==> src/hw/rtl/tbb_pkg.sv <==
// Package: field widths, bar codes, queue word and calendar helpers
package tbb_pkg;

  localparam int CODE_W  = 4;
  localparam int YEAR_W  = 14;
  localparam int MONTH_W = 4;
  localparam int DAY_W   = 5;
  localparam int HOUR_W  = 5;
  localparam int MIN_W   = 6;

  // year / 25 by reciprocal: ceil(2^19 / 25), exact for every 14-bit year
  localparam int Y25_SHIFT = 19;
  localparam int Y25_RECIP = 20972;
  localparam int RECIP_W   = 15;
  localparam int PROD_W    = YEAR_W + RECIP_W;
  localparam int QY_W      = PROD_W - Y25_SHIFT;

  // queue between front and back; depth kept a power of two
  localparam int QUEUE_DEPTH = 2;
  localparam int QPTR_W      = $clog2(QUEUE_DEPTH);
  localparam int QCNT_W      = $clog2(QUEUE_DEPTH + 1);

  localparam logic [YEAR_W-1:0]  YEAR_MAX  = 14'd9999;
  localparam logic [MONTH_W-1:0] MONTH_JAN = 4'd1;
  localparam logic [MONTH_W-1:0] MONTH_FEB = 4'd2;
  localparam logic [MONTH_W-1:0] MONTH_DEC = 4'd12;

  // bar length codes
  localparam logic [CODE_W-1:0] BAR_MIN1   = 4'd0;
  localparam logic [CODE_W-1:0] BAR_MIN5   = 4'd1;
  localparam logic [CODE_W-1:0] BAR_MIN10  = 4'd2;
  localparam logic [CODE_W-1:0] BAR_MIN15  = 4'd3;
  localparam logic [CODE_W-1:0] BAR_MIN30  = 4'd4;
  localparam logic [CODE_W-1:0] BAR_MIN60  = 4'd5;
  localparam logic [CODE_W-1:0] BAR_DAY    = 4'd6;
  localparam logic [CODE_W-1:0] BAR_WEEK   = 4'd7;
  localparam logic [CODE_W-1:0] BAR_MONTH  = 4'd8;

  // word handed from front to back
  typedef struct packed {
    logic [CODE_W-1:0]  code;
    logic [YEAR_W-1:0]  year;
    logic [MONTH_W-1:0] month;
    logic [DAY_W-1:0]   day;
    logic [HOUR_W-1:0]  hour;
    logic [MIN_W-1:0]   minute;
    logic [QY_W-1:0]    qy;      // year / 25
    logic               pre_ok;  // code and field ranges fine
  } tbb_item_t;

  // result word
  typedef struct packed {
    logic [YEAR_W-1:0]  start_year;
    logic [MONTH_W-1:0] start_month;
    logic [DAY_W-1:0]   start_day;
    logic [HOUR_W-1:0]  start_hour;
    logic [MIN_W-1:0]   start_minute;
    logic [YEAR_W-1:0]  end_year;
    logic [MONTH_W-1:0] end_month;
    logic [DAY_W-1:0]   end_day;
    logic [HOUR_W-1:0]  end_hour;
    logic [MIN_W-1:0]   end_minute;
    logic [MIN_W-1:0]   end_second;
    logic               valid_res;
  } tbb_res_t;

  function automatic logic [DAY_W-1:0] month_days(input logic [MONTH_W-1:0] m,
                                                  input logic leap);
    logic [DAY_W-1:0] n;
    case (m)
      4'd2:                               n = leap ? 5'd29 : 5'd28;
      4'd4, 4'd6, 4'd9, 4'd11:            n = 5'd30;
      4'd1, 4'd3, 4'd5, 4'd7, 4'd8,
      4'd10, 4'd12:                       n = 5'd31;
      default:                            n = 5'd0;
    endcase
    return n;
  endfunction

  // days of a common year before the first of month m
  function automatic logic [8:0] days_before(input logic [MONTH_W-1:0] m);
    logic [8:0] n;
    case (m)
      4'd1:    n = 9'd0;
      4'd2:    n = 9'd31;
      4'd3:    n = 9'd59;
      4'd4:    n = 9'd90;
      4'd5:    n = 9'd120;
      4'd6:    n = 9'd151;
      4'd7:    n = 9'd181;
      4'd8:    n = 9'd212;
      4'd9:    n = 9'd243;
      4'd10:   n = 9'd273;
      4'd11:   n = 9'd304;
      4'd12:   n = 9'd334;
      default: n = 9'd0;
    endcase
    return n;
  endfunction

  function automatic logic [MIN_W-1:0] bar_step(input logic [CODE_W-1:0] code);
    logic [MIN_W-1:0] st;
    case (code)
      BAR_MIN1:  st = 6'd1;
      BAR_MIN5:  st = 6'd5;
      BAR_MIN10: st = 6'd10;
      BAR_MIN15: st = 6'd15;
      BAR_MIN30: st = 6'd30;
      BAR_MIN60: st = 6'd60;
      default:   st = 6'd0;
    endcase
    return st;
  endfunction

endpackage

==> src/hw/rtl/tbb_front.sv <==
// Front: accepts input words, range checks them, takes year / 25
module tbb_front (
  input  logic                          clk_i,
  input  logic                          rst_ni,
  input  logic                          in_valid_i,
  output logic                          in_stall_o,
  input  logic [tbb_pkg::CODE_W-1:0]    bar_length_i,
  input  logic [tbb_pkg::YEAR_W-1:0]    year_i,
  input  logic [tbb_pkg::MONTH_W-1:0]   month_i,
  input  logic [tbb_pkg::DAY_W-1:0]     day_i,
  input  logic [tbb_pkg::HOUR_W-1:0]    hour_i,
  input  logic [tbb_pkg::MIN_W-1:0]     minute_i,
  input  logic                          q_full_i,
  output logic                          push_o,
  output tbb_pkg::tbb_item_t            item_o
);
  import tbb_pkg::*;

  logic              valid_q, valid_d;
  tbb_item_t         item_q, item_d;
  logic              accept;
  logic [PROD_W-1:0] prod;

  assign in_stall_o = valid_q & q_full_i;
  assign accept     = in_valid_i & ~in_stall_o;
  assign push_o     = valid_q & ~q_full_i;
  assign valid_d    = accept | (valid_q & ~push_o);
  assign prod       = PROD_W'(year_i) * PROD_W'(Y25_RECIP);

  always_comb begin
    item_d.code   = bar_length_i;
    item_d.year   = year_i;
    item_d.month  = month_i;
    item_d.day    = day_i;
    item_d.hour   = hour_i;
    item_d.minute = minute_i;
    item_d.qy     = prod[Y25_SHIFT +: QY_W];
    item_d.pre_ok = (bar_length_i <= BAR_MONTH) && (year_i != '0) && (year_i <= YEAR_MAX) &&
                    (month_i != '0) && (month_i <= MONTH_DEC) && (day_i != '0) &&
                    (hour_i <= 5'd23) && (minute_i <= 6'd59);
  end

  always_ff @(posedge clk_i or negedge rst_ni) begin
    if (!rst_ni) begin
      valid_q <= 1'b0;
    end else begin
      valid_q <= valid_d;
    end
  end

  always_ff @(posedge clk_i) begin
    if (accept) begin
      item_q <= item_d;
    end
  end

  assign item_o = item_q;

endmodule

==> src/hw/rtl/tbb_queue.sv <==
// Two-word queue between front and back
module tbb_queue (
  input  logic               clk_i,
  input  logic               rst_ni,
  input  logic               push_i,
  input  tbb_pkg::tbb_item_t item_i,
  output logic               full_o,
  output logic               valid_o,
  input  logic               pop_i,
  output tbb_pkg::tbb_item_t item_o
);
  import tbb_pkg::*;

  tbb_item_t         mem_q [QUEUE_DEPTH];
  logic [QPTR_W-1:0] wr_ptr_q, wr_ptr_d;
  logic [QPTR_W-1:0] rd_ptr_q, rd_ptr_d;
  logic [QCNT_W-1:0] cnt_q, cnt_d;

  assign full_o  = (cnt_q == QCNT_W'(QUEUE_DEPTH));
  assign valid_o = (cnt_q != '0);
  assign item_o  = mem_q[rd_ptr_q];

  // pointers wrap on overflow (power-of-two depth)
  assign wr_ptr_d = push_i ? wr_ptr_q + 1'b1 : wr_ptr_q;
  assign rd_ptr_d = pop_i ? rd_ptr_q + 1'b1 : rd_ptr_q;
  assign cnt_d    = cnt_q + QCNT_W'(push_i) - QCNT_W'(pop_i);

  always_ff @(posedge clk_i or negedge rst_ni) begin
    if (!rst_ni) begin
      wr_ptr_q <= '0;
      rd_ptr_q <= '0;
      cnt_q    <= '0;
    end else begin
      wr_ptr_q <= wr_ptr_d;
      rd_ptr_q <= rd_ptr_d;
      cnt_q    <= cnt_d;
    end
  end

  always_ff @(posedge clk_i) begin
    if (push_i) begin
      mem_q[wr_ptr_q] <= item_i;
    end
  end

endmodule

==> src/hw/rtl/tbb_back.sv <==
// Back: three-stage calendar pipeline producing bucket start and end
module tbb_back (
  input  logic               clk_i,
  input  logic               rst_ni,
  input  logic               q_valid_i,
  output logic               pop_o,
  input  tbb_pkg::tbb_item_t item_i,
  input  logic               out_stall_i,
  output logic               out_valid_o,
  output tbb_pkg::tbb_res_t  res_o
);
  import tbb_pkg::*;

  typedef struct packed {
    logic [CODE_W-1:0]  code;
    logic [YEAR_W-1:0]  year;
    logic [MONTH_W-1:0] month;
    logic [DAY_W-1:0]   day;
    logic [HOUR_W-1:0]  hour;
    logic [MIN_W-1:0]   sn;
    logic [13:0]        wsum;   // weekday sum, taken mod 7 in stage B
    logic               leap;
    logic [DAY_W-1:0]   dim;
    logic               ok;
  } stage_a_t;

  typedef struct packed {
    logic [YEAR_W-1:0]  sy;
    logic [MONTH_W-1:0] sm;
    logic [DAY_W-1:0]   sd;
    logic [HOUR_W-1:0]  sh;
    logic [MIN_W-1:0]   sn;
    logic [HOUR_W-1:0]  eh;
    logic [MIN_W-1:0]   en;
    logic [MIN_W-1:0]   es;
    logic [2:0]         fwd;    // days from start to end date
    logic               mon;
    logic [DAY_W-1:0]   dims;   // length of the start month
    logic               ok;
  } stage_b_t;

  logic     a_valid_q, b_valid_q, c_valid_q;
  logic     adv_a, adv_b, adv_c;
  stage_a_t a_q, a_d;
  stage_b_t b_q, b_d;
  tbb_res_t c_q, c_d;

  // pipeline flow
  assign adv_c       = ~c_valid_q | ~out_stall_i;
  assign adv_b       = ~b_valid_q | adv_c;
  assign adv_a       = ~a_valid_q | adv_b;
  assign pop_o       = q_valid_i & adv_a;
  assign out_valid_o = c_valid_q;
  assign res_o       = c_q;

  // ---------------- stage A: leap year, date check, weekday sum, minute floor
  logic [14:0]       y25, rem;
  logic              r_zero, y100z, y400z, leap_a;
  logic [DAY_W-1:0]  dim_a;
  logic [YEAR_W-1:0] pm1;
  logic [7:0]        q100p;
  logic [5:0]        q400p;
  logic [8:0]        doy;
  logic [14:0]       s_sum;
  logic [13:0]       m205;
  logic [12:0]       m69;
  logic [3:0]        q5;
  logic [2:0]        q15;
  logic [MIN_W-1:0]  sn_a;

  always_comb begin
    y25    = 15'({item_i.qy, 4'b0}) + 15'({item_i.qy, 3'b0}) + 15'(item_i.qy);
    rem    = 15'(item_i.year) - y25;
    r_zero = (rem == '0);
    y100z  = r_zero && (item_i.qy[1:0] == 2'd0);
    y400z  = r_zero && (item_i.qy[3:0] == 4'd0);
    leap_a = ((item_i.year[1:0] == 2'd0) && !y100z) || y400z;
    dim_a  = month_days(item_i.month, leap_a);

    // days since 0001-01-01 reduced: 365 = 1 (mod 7)
    pm1    = item_i.year - 1'b1;
    q100p  = 8'(item_i.qy[QY_W-1:2]) - 8'(y100z);
    q400p  = 6'(item_i.qy[QY_W-1:4]) - 6'(y400z);
    doy    = days_before(item_i.month) + 9'(leap_a && (item_i.month > MONTH_FEB)) +
             9'(item_i.day) - 9'd1;
    s_sum  = 15'(pm1) + 15'(pm1[YEAR_W-1:2]) - 15'(q100p) + 15'(q400p) +
             15'(doy) + 15'd1;

    // minute / 5 and / 15 by reciprocal
    m205 = 14'(item_i.minute) * 14'd205;
    m69  = 13'(item_i.minute) * 13'd69;
    q5   = m205[13:10];
    q15  = m69[12:10];
    case (item_i.code)
      BAR_MIN1:  sn_a = item_i.minute;
      BAR_MIN5:  sn_a = 6'({q5, 2'b0}) + 6'(q5);
      BAR_MIN10: sn_a = 6'({q5[3:1], 3'b0}) + 6'({q5[3:1], 1'b0});
      BAR_MIN15: sn_a = 6'({q15, 4'b0}) - 6'(q15);
      BAR_MIN30: sn_a = 6'({q15[2:1], 5'b0}) - 6'({q15[2:1], 1'b0});
      default:   sn_a = '0;
    endcase

    a_d.code  = item_i.code;
    a_d.year  = item_i.year;
    a_d.month = item_i.month;
    a_d.day   = item_i.day;
    a_d.hour  = item_i.hour;
    a_d.sn    = sn_a;
    a_d.wsum  = s_sum[13:0];
    a_d.leap  = leap_a;
    a_d.dim   = dim_a;
    a_d.ok    = item_i.pre_ok && (item_i.day <= dim_a);
  end

  // ---------------- stage B: weekday, bucket start, minute end
  logic [4:0]         a5;
  logic [3:0]         t7;
  logic [2:0]         wd;
  logic               borrow;
  logic [MONTH_W-1:0] pm;
  logic [DAY_W-1:0]   dim_prev, sd_wk;
  logic [MIN_W-1:0]   st;
  logic [6:0]         en_raw;
  logic               wrap, dwrap;
  logic [HOUR_W-1:0]  eh_raw;

  always_comb begin
    // mod 7 by folding octal digits (8 = 1 mod 7)
    a5 = 5'(a_q.wsum[2:0]) + 5'(a_q.wsum[5:3]) + 5'(a_q.wsum[8:6]) +
         5'(a_q.wsum[11:9]) + 5'(a_q.wsum[13:12]);
    t7 = 4'(a5[2:0]) + 4'(a5[4:3]);
    wd = (t7 >= 4'd7) ? 3'(t7 - 4'd7) : t7[2:0];

    borrow   = (a_q.day <= 5'(wd));
    pm       = (a_q.month == MONTH_JAN) ? MONTH_DEC : a_q.month - 1'b1;
    dim_prev = month_days(pm, a_q.leap);
    sd_wk    = borrow ? 5'(6'(a_q.day) + 6'(dim_prev) - 6'(wd)) : a_q.day - 5'(wd);

    st     = bar_step(a_q.code);
    en_raw = 7'(a_q.sn) + 7'(st);
    wrap   = (en_raw >= 7'd60);
    eh_raw = a_q.hour + 5'(wrap);
    dwrap  = (eh_raw >= 5'd24);

    b_d.sy   = a_q.year;
    b_d.sm   = a_q.month;
    b_d.sd   = a_q.day;
    b_d.sh   = '0;
    b_d.sn   = '0;
    b_d.eh   = 5'd23;
    b_d.en   = 6'd59;
    b_d.es   = 6'd59;
    b_d.fwd  = '0;
    b_d.mon  = 1'b0;
    b_d.dims = a_q.dim;
    b_d.ok   = a_q.ok;
    case (a_q.code)
      BAR_MIN1, BAR_MIN5, BAR_MIN10, BAR_MIN15, BAR_MIN30, BAR_MIN60: begin
        b_d.sh  = a_q.hour;
        b_d.sn  = a_q.sn;
        b_d.en  = wrap ? 6'(en_raw - 7'd60) : en_raw[MIN_W-1:0];
        b_d.eh  = dwrap ? '0 : eh_raw;
        b_d.es  = '0;
        b_d.fwd = 3'(dwrap);
      end
      BAR_DAY: begin
        b_d.fwd = '0;
      end
      BAR_WEEK: begin
        // Sunday opens its week; otherwise step back wd days
        b_d.sy   = (borrow && (a_q.month == MONTH_JAN)) ? a_q.year - 1'b1 : a_q.year;
        b_d.sm   = borrow ? pm : a_q.month;
        b_d.sd   = sd_wk;
        b_d.dims = borrow ? dim_prev : a_q.dim;
        b_d.fwd  = 3'd6;
      end
      BAR_MONTH: begin
        b_d.sd  = 5'd1;
        b_d.mon = 1'b1;
      end
      default: begin
        b_d.ok = 1'b0;
      end
    endcase
  end

  // ---------------- stage C: end date, year range, result word
  logic [5:0]         ed_raw;
  logic               roll, ok_c;
  logic [DAY_W-1:0]   ed;
  logic [MONTH_W-1:0] em;
  logic [YEAR_W-1:0]  ey;

  always_comb begin
    ed_raw = 6'(b_q.sd) + 6'(b_q.fwd);
    roll   = (ed_raw > 6'(b_q.dims));
    ed     = b_q.mon ? b_q.dims : (roll ? 5'(ed_raw - 6'(b_q.dims)) : ed_raw[DAY_W-1:0]);
    em     = roll ? ((b_q.sm == MONTH_DEC) ? MONTH_JAN : b_q.sm + 1'b1) : b_q.sm;
    ey     = (roll && (b_q.sm == MONTH_DEC)) ? b_q.sy + 1'b1 : b_q.sy;
    ok_c   = b_q.ok && (b_q.sy != '0) && (ey <= YEAR_MAX);

    c_d = '0;
    if (ok_c) begin
      c_d.start_year   = b_q.sy;
      c_d.start_month  = b_q.sm;
      c_d.start_day    = b_q.sd;
      c_d.start_hour   = b_q.sh;
      c_d.start_minute = b_q.sn;
      c_d.end_year     = ey;
      c_d.end_month    = em;
      c_d.end_day      = ed;
      c_d.end_hour     = b_q.eh;
      c_d.end_minute   = b_q.en;
      c_d.end_second   = b_q.es;
      c_d.valid_res    = 1'b1;
    end
  end

  always_ff @(posedge clk_i or negedge rst_ni) begin
    if (!rst_ni) begin
      a_valid_q <= 1'b0;
      b_valid_q <= 1'b0;
      c_valid_q <= 1'b0;
    end else begin
      if (adv_a) begin
        a_valid_q <= q_valid_i;
      end
      if (adv_b) begin
        b_valid_q <= a_valid_q;
      end
      if (adv_c) begin
        c_valid_q <= b_valid_q;
      end
    end
  end

  always_ff @(posedge clk_i) begin
    if (adv_a) begin
      a_q <= a_d;
    end
    if (adv_b) begin
      b_q <= b_d;
    end
    if (adv_c) begin
      c_q <= c_d;
    end
  end

endmodule

==> src/hw/rtl/time_bucket_bounds_core.sv <==
// Top level of the time bucket core: start and end of the bar holding a timestamp
//
// Input channel (in_valid_i / in_stall_o): one word per timestamp, carrying the
// bar code and year, month, day, hour, minute. A word is taken on a rising edge
// with in_valid_i high and in_stall_o low.
// Output channel (out_valid_o / out_stall_i): exactly one result word per input
// word, in order: bucket start, bucket end, and valid_res. When valid_res is low
// (unknown code, malformed date-time, or a bucket outside years 1..9999) every
// other field is zero.
// Throughput: one word per cycle while out_stall_i is low; the minute floor,
// weekday and calendar steps are spread over the three back stages, each a single
// pass per word.
// Front register feeds a two-word queue; the back pipeline pops from it. A stall
// on the output holds the back stages, then fills the queue, and only then
// raises in_stall_o; a held result does not change.
// Reset (rst_ni low, asynchronous) empties every stage and the queue; no
// clearing pass follows.
module time_bucket_bounds_core (
  input  logic                         clk_i,
  input  logic                         rst_ni,
  input  logic                         in_valid_i,
  output logic                         in_stall_o,
  input  logic [tbb_pkg::CODE_W-1:0]   bar_length_i,
  input  logic [tbb_pkg::YEAR_W-1:0]   year_i,
  input  logic [tbb_pkg::MONTH_W-1:0]  month_i,
  input  logic [tbb_pkg::DAY_W-1:0]    day_i,
  input  logic [tbb_pkg::HOUR_W-1:0]   hour_i,
  input  logic [tbb_pkg::MIN_W-1:0]    minute_i,
  output logic                         out_valid_o,
  input  logic                         out_stall_i,
  output logic [tbb_pkg::YEAR_W-1:0]   start_year_o,
  output logic [tbb_pkg::MONTH_W-1:0]  start_month_o,
  output logic [tbb_pkg::DAY_W-1:0]    start_day_o,
  output logic [tbb_pkg::HOUR_W-1:0]   start_hour_o,
  output logic [tbb_pkg::MIN_W-1:0]    start_minute_o,
  output logic [tbb_pkg::YEAR_W-1:0]   end_year_o,
  output logic [tbb_pkg::MONTH_W-1:0]  end_month_o,
  output logic [tbb_pkg::DAY_W-1:0]    end_day_o,
  output logic [tbb_pkg::HOUR_W-1:0]   end_hour_o,
  output logic [tbb_pkg::MIN_W-1:0]    end_minute_o,
  output logic [tbb_pkg::MIN_W-1:0]    end_second_o,
  output logic                         valid_res_o
);
  import tbb_pkg::*;

  // front to queue
  logic      push, q_full;
  tbb_item_t front_item;
  // queue to back
  logic      q_valid, pop;
  tbb_item_t back_item;
  tbb_res_t  res;

  tbb_front u_front (
    .clk_i        (clk_i),
    .rst_ni       (rst_ni),
    .in_valid_i   (in_valid_i),
    .in_stall_o   (in_stall_o),
    .bar_length_i (bar_length_i),
    .year_i       (year_i),
    .month_i      (month_i),
    .day_i        (day_i),
    .hour_i       (hour_i),
    .minute_i     (minute_i),
    .q_full_i     (q_full),
    .push_o       (push),
    .item_o       (front_item)
  );

  tbb_queue u_queue (
    .clk_i   (clk_i),
    .rst_ni  (rst_ni),
    .push_i  (push),
    .item_i  (front_item),
    .full_o  (q_full),
    .valid_o (q_valid),
    .pop_i   (pop),
    .item_o  (back_item)
  );

  tbb_back u_back (
    .clk_i       (clk_i),
    .rst_ni      (rst_ni),
    .q_valid_i   (q_valid),
    .pop_o       (pop),
    .item_i      (back_item),
    .out_stall_i (out_stall_i),
    .out_valid_o (out_valid_o),
    .res_o       (res)
  );

  // result word onto the output ports
  assign start_year_o   = res.start_year;
  assign start_month_o  = res.start_month;
  assign start_day_o    = res.start_day;
  assign start_hour_o   = res.start_hour;
  assign start_minute_o = res.start_minute;
  assign end_year_o     = res.end_year;
  assign end_month_o    = res.end_month;
  assign end_day_o      = res.end_day;
  assign end_hour_o     = res.end_hour;
  assign end_minute_o   = res.end_minute;
  assign end_second_o   = res.end_second;
  assign valid_res_o    = res.valid_res;

endmodule

==> config.mk <==
export PLATFORM = sky130hd
export DESIGN_NAME = time_bucket_bounds_core
export DESIGN_NICKNAME = d
export VERILOG_FILES = /design/src/hw/rtl/tbb_pkg.sv /design/src/hw/rtl/tbb_front.sv /design/src/hw/rtl/tbb_queue.sv /design/src/hw/rtl/tbb_back.sv /design/src/hw/rtl/time_bucket_bounds_core.sv
export SDC_FILE = /design/constraint.sdc
export NUM_CORES = 1
export LEC_CHECK = 0
export BUFFER_PORTS_ARGS = -buffer_cell sky130_fd_sc_hd__buf_4
export CORE_ASPECT_RATIO = 1.2
export CORE_UTILIZATION = 29
export DETAILED_ROUTE_END_ITERATION = 7
export PLACE_DENSITY = 0.47
export SETUP_SLACK_MARGIN = 0.05
export SKIP_LAST_GASP = 1
export SYNTH_ARGS = -nofsm -noshare
export SYNTH_HDL_FRONTEND = slang
export SYNTH_HIERARCHICAL = 1
export SYNTH_SLANG_ARGS = --single-unit
==> constraint.sdc <==
create_clock -name clk_i -period 9.99 [get_ports clk_i]
set_input_delay 0.999 -clock clk_i [delete_from_list [all_inputs] [get_ports clk_i]]
set_output_delay 0.999 -clock clk_i [all_outputs]
set_load 0.005 [all_outputs]
==> results.md <==
- Status: completed
- Hold buffers post-CTS: 0
- Final Max Tran Viols: 0
- Critical Path End Type: flip-flop
- Total of flip-flops plus latches after synthesis: 335
- Library cell occupying the most area in the post-synthesis netlist: sky130_fd_sc_hd__edfxtp_1
- Detailed-routing iteration count for the pre-antenna-repair pass: 5
- Number of antenna violations at the first check in global routing: 3
- Sequential area share after synthesis: 42.5%
- Post-DR vias/cell: ~4.6
- Critical path's most frequent cell: sky130_fd_sc_hd__fa_1
- Most common cell after layout, fill and taps aside: sky130_fd_sc_hd__edfxtp_1
- Vias: ~15000
- Net count of the mapped netlist: roughly 2400
- Boundary Pins: 119
- Number of different library cells in the post-synthesis netlist: 94
- Pin count of the biggest net entering global routing: 68
- Hold Vio Cnt, Final: 0
- Worst Skew: 0.0246 ns
- Number of setup buffers added after CTS: 0
- Worst min-delay path class: input port to asynchronous set/reset pin
- Delay-heaviest family, CP: adder cells
- Wire length reported by the detailed router: 53400 um
- Most used cells in the layout excluding fill and tap cells: 327 x sky130_fd_sc_hd__edfxtp_1, 276 x sky130_fd_sc_hd__ha_1, 263 x sky130_fd_sc_hd__inv_1
- Number of instances in the synthesized netlist: between 1500 and 2000
- Syn avg cell area: 12.0 um^2
- GR Util All Layers: 13.1%
- Number of H-tree branching levels: 2
- Worst slew margin: 34.1%
- Number of nets in the layout: ~2500
- Count of routing violations after the opening detailed-route iteration: between 700 and 800
- Proportion of netlist area held by the largest area contributor: 41.7%
- Root Buffer: sky130_fd_sc_hd__clkbuf_16
- Syn. warnings: 6
- Number of cell rows: 114
- Overall die width: 262 um
- Data arrival time of the worst path: 9.47 ns
- IO Port Bufs: 117
- Worst-margin pin slew: 0.988 ns
- Routability congestion estimate from global placement: 0.864
- Fin crit period: 9.18 ns
- Critical path startpoint category: flip-flop
- Post-DRT Antenna Nets: 0
- Achievable frequency: 0.109 GHz
- Post-Route Setup TNS: 0 ns
- Number of remaining DRC errors: 0
- Async set-reset flop share out of synthesis: 2.39%
- EDFF count, synth: 327
- Cell Area, Synth: 23600 um^2
- Wire length of the first global-routing pass: around 85000 um
- Share of the clock period used by the worst path: 91.9%
- Crit path buffers/inverters: 3
- Data required time at the worst endpoint: 10.28 ns
- Cell types with the largest area share after synthesis: sky130_fd_sc_hd__edfxtp_1 42%, sky130_fd_sc_hd__ha_1 15%, sky130_fd_sc_hd__fa_1 11%
- Clock latency at the later pin of the worst-skew pair: 0.56 ns
- Height of the chip: ~310 um
- Placed inst area: 25600 um^2
- Worst setup path category: flip-flop to flip-flop
- Fraction of final layout cells with drive strength greater than 1: a little over an eighth
- Post-CTS Resized: 0
- Total core area: 80400 um^2
- CP max stage delay: approximately 0.7 ns
- Initial cell density of the core: between 20% and 30%
- Smallest hold slack: 0.272 ns
- Maximum root-to-sink buffer count: 3
- Master of the slowest instance on the critical path: sky130_fd_sc_hd__dfrtp_2
- Maximum fanout along the worst path: 15
- Total gr overflow: 0
- Final count of negative-setup-slack endpoints: 0
- Vias in the first global route: 15504
- Total non-filler cell area in the finished layout: 26800 um^2
- Most used flip-flop cell after synthesis: sky130_fd_sc_hd__edfxtp_1
- Layout-stage area growth over the synthesis result: 13.6%
- Maximum capacitance violations: 0
- Detailed Place HPWL: 42700 um
- Clock tree from TritonCTS: built
- Number of buffers created by CTS: 37
- Clock transition at the registers of the reported paths: roughly 0.06 ns
- Die footprint: around 82000 um^2
- Routed wire length per instance: 16.8 um
- Setup repair after global routing missed its margin: no
- Clock sink count: between 300 and 400
## state kept, by name, summed over array words and instances, names as in the netlist
name                cells
u_back/b_q             53
u_back/out_valid_o      1
u_queue/cnt_q           2
u_queue/mem_q          98
u_front/valid_q         1
u_queue/wr_ptr_q        1
u_back/res_o           70
u_back/b_valid_q        1
u_back/a_q             57
u_queue/rd_ptr_q        1
u_front/item_o         49
u_back/a_valid_q        1
## layout make-up
| type | instances | area, um^2 |
|---|---|---|
| multi-input combinational | 1329 | 12300 |
| inverter | 267 | 1000 |
| fill | 8096 | 53700 |
| antenna | 2 | 5.00 |
| sequential | 335 | 10000 |
| tap | 1044 | 1310 |
| timing repair buffer | 126 | 958 |
| clock buffer | 46 | 981 |
| clock inverter | 19 | 224 |
## cells by family after synthesis
logic type / after synthesis / share of synthesized area, %
other: 1 / 0.0159
AND/OR/NAND/NOR: 459 / 10.0
adder cells (fa/ha/maj): 403 / 25.4
XOR/XNOR: 120 / 4.52
multiplexers: 66 / 3.90
AO/OA/AOI/OAI: 280 / 8.09
flip-flops: 335 / 42.5
buffers and inverters: 307 / 5.51
## final timing paths
kind / from / end / slack [ns] / depth (start not counted)
max: u_queue/rd_ptr_q / u_back/a_q[19] / 0.81 / 30
min: rst_ni / u_back/out_valid_o / 0.27 / 1
max reg2reg: u_queue/rd_ptr_q / u_back/a_q[19] / 0.81 / 30
min reg2reg: u_front/item_o[46] / u_queue/mem_q[0][46] / 0.44 / 0
max in group asynchronous: rst_ni / u_queue/rd_ptr_q / 9.54 / 1
min in group clk_i: u_front/item_o[46] / u_queue/mem_q[0][46] / 0.44 / 0
## metal layers
metal	GRT usage, %	wire, um
met1	15.0	22200
met2	24.7	28100
met3	1.60	1380
met4	5.36	1670
met5	0	13
## synthesized netlist by cell type (12+ instances only)
| master | number |
|---|---|
| sky130_fd_sc_hd__edfxtp_1 | 327 |
| sky130_fd_sc_hd__nand3_1 | 36 |
| sky130_fd_sc_hd__a21oi_1 | 76 |
| sky130_fd_sc_hd__xnor2_1 | 89 |
| sky130_fd_sc_hd__mux2_4 | 51 |
| sky130_fd_sc_hd__nand2_1 | 107 |
| sky130_fd_sc_hd__fa_1 | 127 |
| sky130_fd_sc_hd__xor2_1 | 30 |
| sky130_fd_sc_hd__nor2_1 | 94 |
| sky130_fd_sc_hd__and3_1 | 17 |
| sky130_fd_sc_hd__and2_1 | 65 |
| sky130_fd_sc_hd__clkbuf_1 | 18 |
| sky130_fd_sc_hd__nand2b_1 | 17 |
| sky130_fd_sc_hd__inv_1 | 263 |
| sky130_fd_sc_hd__nand4_1 | 12 |
| sky130_fd_sc_hd__ha_1 | 276 |
| sky130_fd_sc_hd__nor2b_1 | 18 |
| sky130_fd_sc_hd__o21ai_0 | 54 |
| sky130_fd_sc_hd__nor4_1 | 12 |
| sky130_fd_sc_hd__mux2i_1 | 12 |
| sky130_fd_sc_hd__a21o_1 | 21 |
| sky130_fd_sc_hd__nor3_1 | 35 |
## through the flow
| step | std cells | setup slack [ns] | util [%] |
|---|---|---|---|
| after floorplan | 1971 | 1.82 | - |
| after global placement | 3101 | 0.832 | 31.8 |
| after detailed placement | 3101 | 0.751 | 31.8 |
| after CTS | 3166 | 0.733 | 33.3 |
| after global routing | 3168 | 0.234 | 33.3 |
| final | 3168 | 0.806 | 33.3 |
Power is left out: the tool's default activity adds up to more than one toggle a clock period on the data nets, which glitch-free logic cannot reach.
